File: config.mk
export PLATFORM = sky130hd
export DESIGN_NAME = filament_feed_supervisor_core
export DESIGN_NICKNAME = d
export VERILOG_FILES = /design/src/sv/ffs_pkg.sv /design/src/sv/ffs_ctrl.sv /design/src/sv/ffs_datapath.sv /design/src/sv/filament_feed_supervisor_core.sv
export SDC_FILE = /design/constraint.sdc
export NUM_CORES = 2
export LEC_CHECK = 0
export ABC_CLOCK_PERIOD_IN_PS = 11470
export BUFFER_PORTS_ARGS = -buffer_cell sky130_fd_sc_hd__buf_4
export CORE_AREA = 2 2 354 286
export DETAILED_ROUTE_END_ITERATION = 10
export DIE_AREA = 0 0 356 288
export GPL_TIMING_DRIVEN = 0
export PLACE_DENSITY = 0.76
export SLEW_MARGIN = 20
export SYNTH_ARGS = -nofsm -noshare
export SYNTH_HDL_FRONTEND = slang
export SYNTH_HIERARCHICAL = 1
export SYNTH_SLANG_ARGS = --single-unit
File: constraint.sdc
create_clock -name clk -period 11.47 [get_ports clk]
set_input_delay 1.7205 -clock clk [delete_from_list [all_inputs] [get_ports clk]]
set_output_delay 1.7205 -clock clk [all_outputs]
set_load 0.03 [all_outputs]
File: src/sv/ffs_pkg.sv
// Shared types and constants of the filament feed supervisor.
package ffs_pkg;

  localparam logic [2:0] CMD_TICK    = 3'd0;
  localparam logic [2:0] CMD_FEED    = 3'd1;
  localparam logic [2:0] CMD_RETRACT = 3'd2;
  localparam logic [2:0] CMD_DRY     = 3'd3;
  localparam logic [2:0] CMD_ABORT   = 3'd4;
  localparam logic [2:0] CMD_CLEAR   = 3'd5;

  localparam logic [2:0] EV_NONE     = 3'd0;
  localparam logic [2:0] EV_STARTED  = 3'd1;
  localparam logic [2:0] EV_REJECTED = 3'd2;
  localparam logic [2:0] EV_COLD     = 3'd3;
  localparam logic [2:0] EV_RUNOUT   = 3'd4;
  localparam logic [2:0] EV_JAM      = 3'd5;
  localparam logic [2:0] EV_DONE     = 3'd6;
  localparam logic [2:0] EV_ABORTED  = 3'd7;

  localparam logic [2:0] MODE_IDLE   = 3'd0;
  localparam logic [2:0] MODE_FEED_A = 3'd1;
  localparam logic [2:0] MODE_FEED_B = 3'd2;
  localparam logic [2:0] MODE_RET_A  = 3'd3;
  localparam logic [2:0] MODE_RET_B  = 3'd4;
  localparam logic [2:0] MODE_DRY    = 3'd5;

  localparam logic [0:0] REG_JAM_THRESHOLD = 1'd0;
  localparam logic [0:0] REG_JAM_WINDOW    = 1'd1;

  localparam logic [23:0] MIN_FED_FOR_JAM = 24'd1000;
  localparam logic [23:0] MAX24 = 24'hFFFFFF;
  localparam logic [39:0] MAX40 = 40'hFF_FFFF_FFFF;
  localparam logic [15:0] MAX16 = 16'hFFFF;
  localparam int DIV_STEPS = 34;

  typedef enum logic [2:0] {
    ST_IDLE, ST_EVAL, ST_DIV, ST_OUT
  } state_t;

  typedef struct packed {
    logic load;
    logic eval;
    logic div_step;
  } ctrl_t;

  typedef struct packed {
    logic div_needed;
    logic div_last;
  } stat_t;

endpackage

File: src/sv/ffs_ctrl.sv
// Controller state machine of the filament feed supervisor.
module ffs_ctrl import ffs_pkg::*; (
  input  logic  clk,
  input  logic  rst_n,
  input  logic  in_valid,
  input  logic  out_stall,
  input  stat_t stat,
  output logic  in_stall,
  output logic  out_valid,
  output ctrl_t ctrl
);

  state_t state_r, state_nxt;

  always_ff @(posedge clk) begin
    if (!rst_n) state_r <= ST_IDLE;
    else state_r <= state_nxt;
  end

  always_comb begin
    state_nxt = state_r;
    unique case (state_r)
      ST_IDLE: if (in_valid) state_nxt = ST_EVAL;
      ST_EVAL: state_nxt = stat.div_needed ? ST_DIV : ST_OUT;
      ST_DIV:  if (stat.div_last) state_nxt = ST_OUT;
      ST_OUT:  if (!out_stall) state_nxt = in_valid ? ST_EVAL : ST_IDLE;
      default: state_nxt = ST_IDLE;
    endcase
  end

  always_comb begin
    ctrl = '0;
    in_stall = 1'b1;
    out_valid = 1'b0;
    unique case (state_r)
      ST_IDLE: begin
        in_stall = 1'b0;
        ctrl.load = in_valid;
      end
      ST_EVAL: ctrl.eval = 1'b1;
      ST_DIV: ctrl.div_step = 1'b1;
      ST_OUT: begin
        out_valid = 1'b1;
        in_stall = out_stall;
        ctrl.load = in_valid && !out_stall;
      end
      default: ;
    endcase
  end

endmodule

File: src/sv/ffs_datapath.sv
// Datapath of the filament feed supervisor: state, statistics and rate divider.
module ffs_datapath import ffs_pkg::*; (
  input  logic               clk,
  input  logic               rst_n,
  input  ctrl_t              ctrl,
  output stat_t              stat,
  input  logic               cfg_valid,
  input  logic               cfg_index,
  input  logic [19:0]        cfg_data,
  input  logic [2:0]         in_cmd,
  input  logic [31:0]        in_now_ms,
  input  logic signed [31:0] in_encoder_pos,
  input  logic               in_sensor_a_empty,
  input  logic               in_sensor_b_empty,
  input  logic               in_motor_idle,
  input  logic               in_cold_block,
  input  logic               in_input_select,
  input  logic [23:0]        in_length,
  output logic [2:0]         out_event_res,
  output logic [2:0]         out_mode,
  output logic [3:0]         out_status_flags,
  output logic               out_move_axis,
  output logic signed [24:0] out_move_distance,
  output logic [23:0]        out_fed_distance,
  output logic [39:0]        out_total_fed_a,
  output logic [39:0]        out_total_fed_b,
  output logic [15:0]        out_runout_count,
  output logic [15:0]        out_jam_count,
  output logic [23:0]        out_average_rate
);

  logic [19:0] thr_r;
  logic [15:0] win_r;
  logic [2:0]  cmd_r;
  logic [31:0] now_r;
  logic signed [31:0] enc_r;
  logic ea_r, eb_r, midle_r, cold_r, sel_r;
  logic [23:0] len_r;

  logic [2:0]  mode_r, mode_nxt;
  logic        act_r, act_nxt;
  logic [23:0] fed_r, fed_nxt;
  logic signed [31:0] spos_r, spos_nxt, wpos_r, wpos_nxt;
  logic [31:0] stime_r, stime_nxt, wtime_r, wtime_nxt;
  logic [3:0]  flags_r, flags_nxt;
  logic [39:0] suma_r, suma_nxt, sumb_r, sumb_nxt;
  logic [15:0] runc_r, runc_nxt, jamc_r, jamc_nxt;
  logic [23:0] rate_r;
  logic [2:0]  ev_r, ev_nxt;
  logic        axis_r, axis_nxt;
  logic signed [24:0] dist_r, dist_nxt;
  logic        clr_rate;

  // Restoring divider: fed * 1000 (34 bits) by elapsed time (32 bits).
  logic [33:0] quo_r;
  logic [31:0] rem_r;
  logic [31:0] dvs_r;
  logic [5:0]  cnt_r;
  logic        div_need;
  logic [33:0] dividend;
  logic [31:0] elapsed;
  logic [32:0] trial;
  logic [32:0] rem_sh;

  always_ff @(posedge clk) begin
    if (!rst_n) begin
      thr_r <= 20'd500;
      win_r <= 16'd500;
    end else if (cfg_valid) begin
      if (cfg_index == REG_JAM_THRESHOLD) thr_r <= cfg_data;
      else win_r <= cfg_data[15:0];
    end
  end

  always_ff @(posedge clk) begin
    if (ctrl.load) begin
      cmd_r <= in_cmd; now_r <= in_now_ms; enc_r <= in_encoder_pos;
      ea_r <= in_sensor_a_empty; eb_r <= in_sensor_b_empty;
      midle_r <= in_motor_idle; cold_r <= in_cold_block;
      sel_r <= in_input_select; len_r <= in_length;
    end
  end

  logic [32:0] dwin, dstart;
  logic [32:0] adwin, adstart;
  logic [42:0] lhs;
  logic [35:0] rhs;
  logic [31:0] wdiff;

  always_comb begin
    mode_nxt = mode_r; act_nxt = act_r; fed_nxt = fed_r;
    spos_nxt = spos_r; wpos_nxt = wpos_r; stime_nxt = stime_r; wtime_nxt = wtime_r;
    flags_nxt = flags_r; suma_nxt = suma_r; sumb_nxt = sumb_r;
    runc_nxt = runc_r; jamc_nxt = jamc_r;
    ev_nxt = EV_NONE; axis_nxt = 1'b0; dist_nxt = '0;
    div_need = 1'b0; clr_rate = 1'b0;
    dividend = '0;
    elapsed = now_r - stime_r;
    dwin = {enc_r[31], enc_r} - {wpos_r[31], wpos_r};
    adwin = dwin[32] ? 33'd0 - dwin : dwin;
    dstart = {enc_r[31], enc_r} - {spos_r[31], spos_r};
    adstart = dstart[32] ? 33'd0 - dstart : dstart;
    lhs = {10'd0, adwin} * 43'd1000;
    rhs = thr_r * win_r;
    wdiff = now_r - wtime_r;
    unique case (cmd_r)
      CMD_TICK: begin
        if (mode_r != MODE_IDLE) begin
          flags_nxt[3:2] = {eb_r, ea_r};
          if ((mode_r == MODE_FEED_A && ea_r) || (mode_r == MODE_FEED_B && eb_r)) begin
            runc_nxt = (runc_r == MAX16) ? runc_r : runc_r + 16'd1;
            mode_nxt = MODE_IDLE; flags_nxt[0] = 1'b0; ev_nxt = EV_RUNOUT;
          end
          if (mode_nxt >= MODE_FEED_A && mode_nxt <= MODE_RET_B && wdiff >= {16'd0, win_r}) begin
            wtime_nxt = now_r; wpos_nxt = enc_r;
            if (lhs < {7'd0, rhs} && fed_r > MIN_FED_FOR_JAM) begin
              flags_nxt[1] = 1'b1;
              jamc_nxt = (jamc_r == MAX16) ? jamc_r : jamc_r + 16'd1;
              mode_nxt = MODE_IDLE; flags_nxt[0] = 1'b0; ev_nxt = EV_JAM;
            end
          end
          fed_nxt = (adstart > {9'd0, MAX24}) ? MAX24 : adstart[23:0];
          if (midle_r) begin
            flags_nxt[0] = 1'b1;
            mode_nxt = MODE_IDLE;
            if (!act_r) suma_nxt = (suma_r + {16'd0, fed_nxt} < suma_r) ? MAX40
                                   : suma_r + {16'd0, fed_nxt};
            else sumb_nxt = (sumb_r + {16'd0, fed_nxt} < sumb_r) ? MAX40
                            : sumb_r + {16'd0, fed_nxt};
            div_need = (elapsed != 32'd0);
            dividend = {10'd0, fed_nxt} * 34'd1000;
            if (ev_nxt == EV_NONE) ev_nxt = EV_DONE;
          end
        end
      end
      CMD_FEED, CMD_RETRACT, CMD_DRY: begin
        if (mode_r != MODE_IDLE || len_r == 24'd0) ev_nxt = EV_REJECTED;
        else if (cmd_r == CMD_FEED && cold_r) ev_nxt = EV_COLD;
        else begin
          act_nxt = sel_r; fed_nxt = '0;
          spos_nxt = enc_r; wpos_nxt = enc_r;
          stime_nxt = now_r; wtime_nxt = now_r;
          flags_nxt[1:0] = 2'b00;
          if (cmd_r == CMD_FEED) mode_nxt = sel_r ? MODE_FEED_B : MODE_FEED_A;
          else if (cmd_r == CMD_RETRACT) mode_nxt = sel_r ? MODE_RET_B : MODE_RET_A;
          else mode_nxt = MODE_DRY;
          axis_nxt = sel_r;
          dist_nxt = (cmd_r == CMD_RETRACT) ? -$signed({1'b0, len_r})
                                            : $signed({1'b0, len_r});
          ev_nxt = EV_STARTED;
        end
      end
      CMD_ABORT: begin
        mode_nxt = MODE_IDLE; flags_nxt[0] = 1'b0; ev_nxt = EV_ABORTED;
      end
      CMD_CLEAR: begin
        suma_nxt = '0; sumb_nxt = '0; runc_nxt = '0; jamc_nxt = '0; clr_rate = 1'b1;
      end
      default: ;
    endcase
  end

  // Run state and statistics registers, loaded when an item is evaluated; the 40-bit totals saturate at their limit.
  always_ff @(posedge clk) begin
    if (!rst_n) begin
      mode_r <= MODE_IDLE; act_r <= 1'b0; fed_r <= '0;
      spos_r <= '0; wpos_r <= '0; stime_r <= '0; wtime_r <= '0;
      flags_r <= '0; suma_r <= '0; sumb_r <= '0; runc_r <= '0; jamc_r <= '0;
      ev_r <= EV_NONE; axis_r <= 1'b0; dist_r <= '0;
    end else if (ctrl.eval) begin
      mode_r <= mode_nxt; act_r <= act_nxt; fed_r <= fed_nxt;
      spos_r <= spos_nxt; wpos_r <= wpos_nxt; stime_r <= stime_nxt; wtime_r <= wtime_nxt;
      flags_r <= flags_nxt; suma_r <= suma_nxt; sumb_r <= sumb_nxt;
      runc_r <= runc_nxt; jamc_r <= jamc_nxt;
      ev_r <= ev_nxt; axis_r <= axis_nxt; dist_r <= dist_nxt;
    end
  end

  assign rem_sh = {rem_r, quo_r[33]};
  assign trial  = rem_sh - {1'b0, dvs_r};

  always_ff @(posedge clk) begin
    if (!rst_n) begin
      cnt_r <= '0;
      rate_r <= '0;
    end else if (ctrl.eval) begin
      if (clr_rate) rate_r <= '0;
      quo_r <= dividend; rem_r <= '0; dvs_r <= elapsed;
      cnt_r <= 6'(DIV_STEPS - 1);
    end else if (ctrl.div_step) begin
      if (!trial[32]) begin
        rem_r <= trial[31:0]; quo_r <= {quo_r[32:0], 1'b1};
      end else begin
        rem_r <= rem_sh[31:0]; quo_r <= {quo_r[32:0], 1'b0};
      end
      cnt_r <= cnt_r - 6'd1;
      if (cnt_r == 6'd0) begin
        if (!trial[32]) rate_r <= (quo_r[32:23] != '0) ? MAX24 : {quo_r[22:0], 1'b1};
        else rate_r <= (quo_r[32:23] != '0) ? MAX24 : {quo_r[22:0], 1'b0};
      end
    end
  end

  assign stat.div_needed = div_need;
  assign stat.div_last   = (cnt_r == 6'd0);

  assign out_event_res     = ev_r;
  assign out_mode          = mode_r;
  assign out_status_flags  = flags_r;
  assign out_move_axis     = axis_r;
  assign out_move_distance = dist_r;
  assign out_fed_distance  = fed_r;
  assign out_total_fed_a   = suma_r;
  assign out_total_fed_b   = sumb_r;
  assign out_runout_count  = runc_r;
  assign out_jam_count     = jamc_r;
  assign out_average_rate  = rate_r;

endmodule

File: src/sv/filament_feed_supervisor_core.sv
// Top level of the filament feed supervisor.
//
// One request on the input channel carries a command with its time stamp,
// encoder position, sensor bits and start arguments; each request yields
// exactly one result request carrying the event, run mode, flags, move
// request and statistics. An item is accepted when in_valid is high and
// in_stall low; a result is taken when out_valid is high and out_stall low.
// After acceptance an item passes through the evaluate state to the result
// state, and also through the divide state when a tick completes a run with
// nonzero elapsed time: the average rate comes from a one-bit-per-cycle
// restoring divider of 34 steps. One item is in work at a time; the next is
// accepted in the cycle its predecessor's result is taken. While the receiver
// stalls, the result holds and no new item is accepted.
// The registers jam_threshold (index 0) and jam_window (index 1) are written
// through the cfg channel, which is always ready; write only while idle.
// Synchronous reset clears all run state and statistics and loads 500 into
// both registers.
module filament_feed_supervisor_core import ffs_pkg::*; (
  input  logic               clk,
  input  logic               rst_n,
  input  logic               cfg_valid,
  output logic               cfg_ready,
  input  logic               cfg_index,
  input  logic [19:0]        cfg_data,
  input  logic               in_valid,
  output logic               in_stall,
  input  logic [2:0]         in_cmd,
  input  logic [31:0]        in_now_ms,
  input  logic signed [31:0] in_encoder_pos,
  input  logic               in_sensor_a_empty,
  input  logic               in_sensor_b_empty,
  input  logic               in_motor_idle,
  input  logic               in_cold_block,
  input  logic               in_input_select,
  input  logic [23:0]        in_length,
  output logic               out_valid,
  input  logic               out_stall,
  output logic [2:0]         out_event_res,
  output logic [2:0]         out_mode,
  output logic [3:0]         out_status_flags,
  output logic               out_move_axis,
  output logic signed [24:0] out_move_distance,
  output logic [23:0]        out_fed_distance,
  output logic [39:0]        out_total_fed_a,
  output logic [39:0]        out_total_fed_b,
  output logic [15:0]        out_runout_count,
  output logic [15:0]        out_jam_count,
  output logic [23:0]        out_average_rate
);

  ctrl_t ctrl;
  stat_t stat;

  assign cfg_ready = 1'b1;

  ffs_ctrl u_ctrl (
    .clk, .rst_n, .in_valid, .out_stall, .stat, .in_stall, .out_valid, .ctrl
  );

  ffs_datapath u_dp (
    .clk, .rst_n, .ctrl, .stat, .cfg_valid, .cfg_index, .cfg_data,
    .in_cmd, .in_now_ms, .in_encoder_pos, .in_sensor_a_empty, .in_sensor_b_empty,
    .in_motor_idle, .in_cold_block, .in_input_select, .in_length,
    .out_event_res, .out_mode, .out_status_flags, .out_move_axis,
    .out_move_distance, .out_fed_distance, .out_total_fed_a, .out_total_fed_b,
    .out_runout_count, .out_jam_count, .out_average_rate
  );

`ifndef SYNTHESIS
  a_no_accept_while_result: assert property (@(posedge clk) disable iff (!rst_n)
    (out_valid && out_stall) |-> in_stall)
    else $error("input accepted while result stalled");
  a_result_holds: assert property (@(posedge clk) disable iff (!rst_n)
    (out_valid && out_stall) |=> (out_valid && $stable(out_event_res)))
    else $error("stalled result changed");
  a_started_moves: assert property (@(posedge clk) disable iff (!rst_n)
    (out_valid && out_event_res != EV_STARTED) |-> (out_move_distance == '0))
    else $error("move request without start");
`endif

endmodule

# Yosys cells after proc, flatten, opt, wreduce, memory -nomap -nowiden

Index checks and enable logic that the tools add are counted.

Flip-flop bits (word level): 564
Input port bits: 122
Output and inout port bits: 199
Word-level logic and storage cells: 240

Add/subtract/negate cells: 13
$mul: 3
Magnitude comparators: 8
Eq/ne operators: 27
Mux-type cells: 109
Bitwise operators: 4
Reduce and logical (&&, ||, !) cells: 41

Operators by type and width:

| operator                                                        | number |
|---|---|
| two-way mux 32 bit                                              | 10 |
| two-way mux 40 bit                                              | 8 |
| two-way mux 24 bit                                              | 11 |
| two-way mux 34 bit                                              | 5 |
| one-hot mux 40 bit (2 select lines)                             | 2 |
| one-hot mux 32 bit (2 select lines)                             | 2 |
| two-way mux 16 bit                                              | 7 |
| two-way mux 25 bit                                              | 4 |
| adder 40 x 24 -> 40 bit                                         | 2 |
| < comparator 40 bit                                             | 2 |
| two-way mux 3 bit                                               | 24 |
| two-way mux 33 bit                                              | 2 |
| subtractor 1 x 33 -> 33 bit, first input constant               | 2 |
| subtractor 32 x 32 -> 33 bit                                    | 2 |
| one-hot mux 16 bit (2 select lines)                             | 2 |
| subtractor 32 bit                                               | 2 |
| one-hot mux 24 bit (2 select lines)                             | 1 |
| < comparator 43 x 36 -> 1 bit                                   | 1 |
| multiplier 33 x 7 -> 40 bit, second input constant              | 1 |
| multiplier 20 x 16 -> 36 bit                                    | 1 |
| greater-than comparator 33 x 24 -> 1 bit, second input constant | 1 |
| subtractor 33 x 32 -> 33 bit                                    | 1 |
| adder 16 x 1 -> 16 bit, second input constant                   | 2 |
| equality test 16 bit, second input constant                     | 2 |
| 38 further kinds                                                | 108 |

# Longest topological paths before layout

Depth in word-level cells: 17
Gate-level depth with buffers: 53
Gate-level depth less buffers: 49

# By module

The synthesis kept the hierarchy.

Modules (own cells, without submodules):

| module                        | instances | cells an instance | area each (µm²) | sequential area each (µm²) |
|---|---|---|---|---|
| ffs_datapath                  | 1         | 6,620             | 56,673.1        | 13,172.6 |
| ffs_ctrl                      | 1         | 26                | 240.2           | 40.0 |
| filament_feed_supervisor_core | 1         | 2                 | 11.3            | 0.0 |

# Worst setup path before layout

Ideal clock, no wire load.

Kind: register to register
From: reg u_dp.enc_r[0]
To: reg u_dp.jamc_r[13] (netlist: u_dp/out_jam_count[13])
Setup time: 70 ps
Arrival: 11,142 ps
Required time: 11,400 ps
Setup slack: 257 ps
Stages on the path, launching flop included: 51
Buffers on the path: 4
Clock period less this slack: 11,213 ps
Path through: edfxtp_1 -> inv_1 -> ha_1 -> fa_1 -> nor2b_1 -> o31a_1 -> o41a_1 -> o31ai_2 -> o21a_1 -> o2111ai_1 -> and3b_1 -> o21ai_1 -> a31oi_1 -> clkbuf_1 -> clkbuf_1 -> buf_1 -> nor2_1 -> xnor2_1 -> [15 not listed] -> a21o_1 -> a21oi_1 -> xnor2_1 -> ha_1 -> a21o_1 -> a21o_1 -> a21o_1 -> a21o_1 -> a21o_1 -> a21oi_1 -> o221a_2 -> o311a_1 -> nand4b_1 -> a31oi_1 -> nand3_1 -> buf_2 -> or3_1 -> a21oi_1

Word-level cells in the longest chain between the ends: 8

RTL lines:

| what                                         | line                | source |
|---|---|---|
| from (decl)                                  | ffs_datapath.sv:36  | `logic signed [31:0] enc_r;` |
| from (signal assigned)                       | ffs_datapath.sv:77  | `cmd_r <= in_cmd; now_r <= in_now_ms; enc_r <= in_encoder_pos;` |
| subtractor 32 x 32 -> 33 bit (*)             | ffs_datapath.sv:99  | `dwin = {enc_r[31], enc_r} - {wpos_r[31], wpos_r};` |
| subtractor 1 x 33 -> 33 bit                  | ffs_datapath.sv:100 | `adwin = dwin[32] ? 33'd0 - dwin : dwin;` |
| two-way mux 33 bit (*)                       | ffs_datapath.sv:100 |  |
| multiplier 33 x 7 -> 40 bit (*)              | ffs_datapath.sv:103 | `lhs = {10'd0, adwin} * 43'd1000;` |
| < comparator 43 x 36 -> 1 bit (*)            | ffs_datapath.sv:116 | `if (lhs < {7'd0, rhs} && fed_r > MIN_FED_FOR_JAM) begin` |
| logical AND 1 bit (*)                        | ffs_datapath.sv:116 |  |
| inequality test 2 x 1 -> 1 bit (no line) (*) | --                  |  |
| AND reduction 6 bit (no line) (*)            | --                  |  |
| to (signal assigned)                         | ffs_datapath.sv:174 | `runc_r <= runc_nxt; jamc_r <= jamc_nxt;` |
| to (decl)                                    | ffs_datapath.sv:47  | `logic [15:0] runc_r, runc_nxt, jamc_r, jamc_nxt;` |

Every way passes the cells marked *; elsewhere a longest branch is shown, timed or not.
A chain may end at the register's enable or synchronous reset.

# Final worst setup path

From: reg u_dp.enc_r[0]
To: reg u_dp.jamc_r[15] (netlist: u_dp/out_jam_count[15])

The elaborated chain is that of the path after synthesis.

==> results.toml <==
[clocking]
clock-sinks = 563
cts_root_buf = "clkbuf_16"
ctsHoldBuffers = 0
clockBufferDepth = 3
clk_pin_slew_ns = 0.06
clk_latency_ns = 0.70
htreeDepth = 2
cts_tree = "built"
cts_made_buffers = 61

[critical_path]
slowest_delay_ns = 0.56
crit_arrival_ns = 11.78
cp_max_fo = 11
cp_num_buf_inv = 9
cp_slowest_cell = "fa_1"
critical_path_class = "reg -> reg"
cp-start-kind = "flip-flop"
regToRegStartpoint = "u_dp/enc_r[0]$_DFFE_PP_"
startpoint = "u_dp/enc_r[0]$_DFFE_PP_"
endpoint_kind = "flip-flop"
crit_family = "compound AO/OA/AOI/OAI gates"
crit_required_ns = 12.06
cp_common_cell = "a21o_1"

[synthesis]
synth-seq-cells = 563
synth_fp_nets = 7805
synth_edf_count = 194
ys.flop_type = "dfxtp_1"
yosysUniqueCellTypes = 107
avgSynthCellArea_um2 = 8.56
yosysSeqAreaShare_pct = 23.2
synthCells = 6648
syn_area_um2 = 56900
synthArstFlopShare_pct = 0
ys_warn_count = 6

[detailed_routing]
antenna_left = 0
routedWlPerCell_um = 19.7
drtIter0Drc = 4277
drc = 0
wirelength_mm = 167
viasPerCell = 5.90
routed-via-count = 50100
drt_first_pass_iters = 7

[flow_run]
cap_violations = 0

[cells_and_area]
finalNonFillerCells = 8499
mostFrequentLayoutCells = "nand2_1 (852), inv_1 (841), ha_1 (567)"
nNetsFinal = 8276
seq_area_um2 = 13200
fillCellCount = 8176
syn_to_final_growth_pct = 14.2
multi_input_area_um2 = 40500
final_common_cell = "nand2_1"
layout-drive-gt1-share_pct = 10.7
postLayoutCoreUtil_pct = 65.4

[timing]
worst_slew_pin_slew_ns = 1.09
slew_headroom_pct = 27.0
final-hold-violation-count = 0
setup_slack_ns = 0.284
drv_slew = 0
fin_crit_sh_pct = 97.5
clock.fmax_mhz = 89.4
skew_ns = 0.0671
setup_tns_ns = 0
setup_viol = 0
min_period_ns = 11.19

[min_path]
min_from = "u_dp/spos_r[26]$_SDFFE_PN0P_"
hold_path_class = "reg -> reg"

[die]
die-height_um = 288
fp-row-count = 104
die_x_um = 356
coreArea_um2 = 99400
dieArea_um2 = 103000
io_pins = 321
start_util_pct = 57.3

[global_route]
antenna_found_initial = 7
grt.total_usage_pct = 32.0
grt_first_pass_wirelength_mm = 262
grt_overflow_total = 0
grt_pass1_vias = 48100
grt_max_degree = 35

[placed_design]
gp_congestion = 1.01
dp_hpwl_mm = 131
post-place-ws_ns = -2.85
port_buffers = 319
dp.cells = 8308

[status]
outcome = "finished, final reports clean"
==> cell usage after synthesis, types with 38 or more instances <==
master	instances	share of area, %
and3_1	39	0.43
inv_1	850	5.6
nor3_1	100	0.88
o211ai_1	38	0.50
nand4_1	48	0.53
fa_1	452	16
a211oi_1	43	0.57
o21ai_1	45	0.40
dfxtp_1	369	13
a31oi_1	48	0.53
ha_1	583	13
clkbuf_1	210	1.4
nor2_1	412	2.7
mux2i_1	92	1.6
nand2_1	858	5.7
o21bai_1	38	0.50
nor2b_1	93	1.0
edfxtp_1	194	10
o21ai_0	246	2.2
nand2b_1	74	0.81
and2_1	131	1.4
a21o_1	164	2.2
xnor2_1	227	3.5
a21oi_1	464	4.1
o21a_1	63	0.83
xor2_1	140	2.2
nand3_1	86	0.76
==> registers in the layout, summed over array words and instances (netlist names), 25 cells and up <==
name                    flops
u_dp/dvs_r                 32
u_dp/stime_r               32
u_dp/wtime_r               32
u_dp/spos_r                32
u_dp/wpos_r                32
u_dp/quo_r                 34
u_dp/enc_r                 32
u_dp/rem_r                 32
u_dp/out_total_fed_a       40
u_dp/now_r                 32
u_dp/out_move_distance     25
u_dp/out_total_fed_b       40
==> per-layer routing <==
| metal | track usage [%] | up-vias | share of wire (%) |
|---|---|---|---|
| met5 | 0 | - | 0.018 |
| met4 | 10.2 | 4 | 3.6 |
| met3 | 6.89 | 362 | 11 |
| met2 | 49.6 | 2158 | 44 |
| li1 | - | 23500 | - |
| met1 | 44.7 | 24100 | 42 |
==> stage by stage <==
stage	hold slack (ns)	instance area (um^2)
CTS	0.455	63900
global route	0.470	65000
global placement	0.436	61000
finish	0.455	65000
detailed placement	0.444	61200
floorplan	0.435	56900
==> final cells by class <==
cell class              instances  share of cell area [%]
diodes                          3                  0.0116
plain buffers                 241                    1.57
clock buffers                  81                    2.59
clock inverters                34                   0.751
inverters                     852                    4.93
multi-input cells            4991                    62.4
flip-flops and latches        563                    20.3
well taps                    1325                    2.55
repair buffers                409                    4.89
==> what timing repair did <==
item                       in CTS  in global routing
gates resized for setup        64                169
cloned                          0                  2
setup endpoints to repair     105                112
pin swaps                      12                 61
buffers inserted               22                 50
==> logic make-up (layout without fill, tap and decap cells) <==
group	count (synthesis)	count (layout)	synth area share [%]
simple gates	2051	2051	17.0
compound gates	1425	1425	16.1
buf+inv	1094	1617	7.30
fa+ha+maj	1041	1041	28.8
flops	563	563	23.2
xor+xnor	376	376	5.90
mux	97	97	1.72
other cells	1	4	0.00659
==> tightest hold or removal path: stages (launching register included) <==
cell     delay (ns)
dfxtp_1        0.31
nand2_1        0.05
a21oi_1        0.05
==> final timing paths <==
| path | endpoint | slack, ns | depth (start not counted) |
|---|---|---|---|
| worst max-delay path | u_dp/out_jam_count[15]$_SDFFE_PN0P_ | 0.28 | 52 |
| worst min-delay path | u_dp/spos_r[26]$_SDFFE_PN0P_ | 0.46 | 2 |
| worst max register to register | u_dp/out_jam_count[15]$_SDFFE_PN0P_ | 0.28 | 52 |
| worst min register to register | u_dp/spos_r[26]$_SDFFE_PN0P_ | 0.46 | 2 |
Power is not shown: default switching activity piles up to over one toggle a cycle in this logic, so the estimate is an artifact.
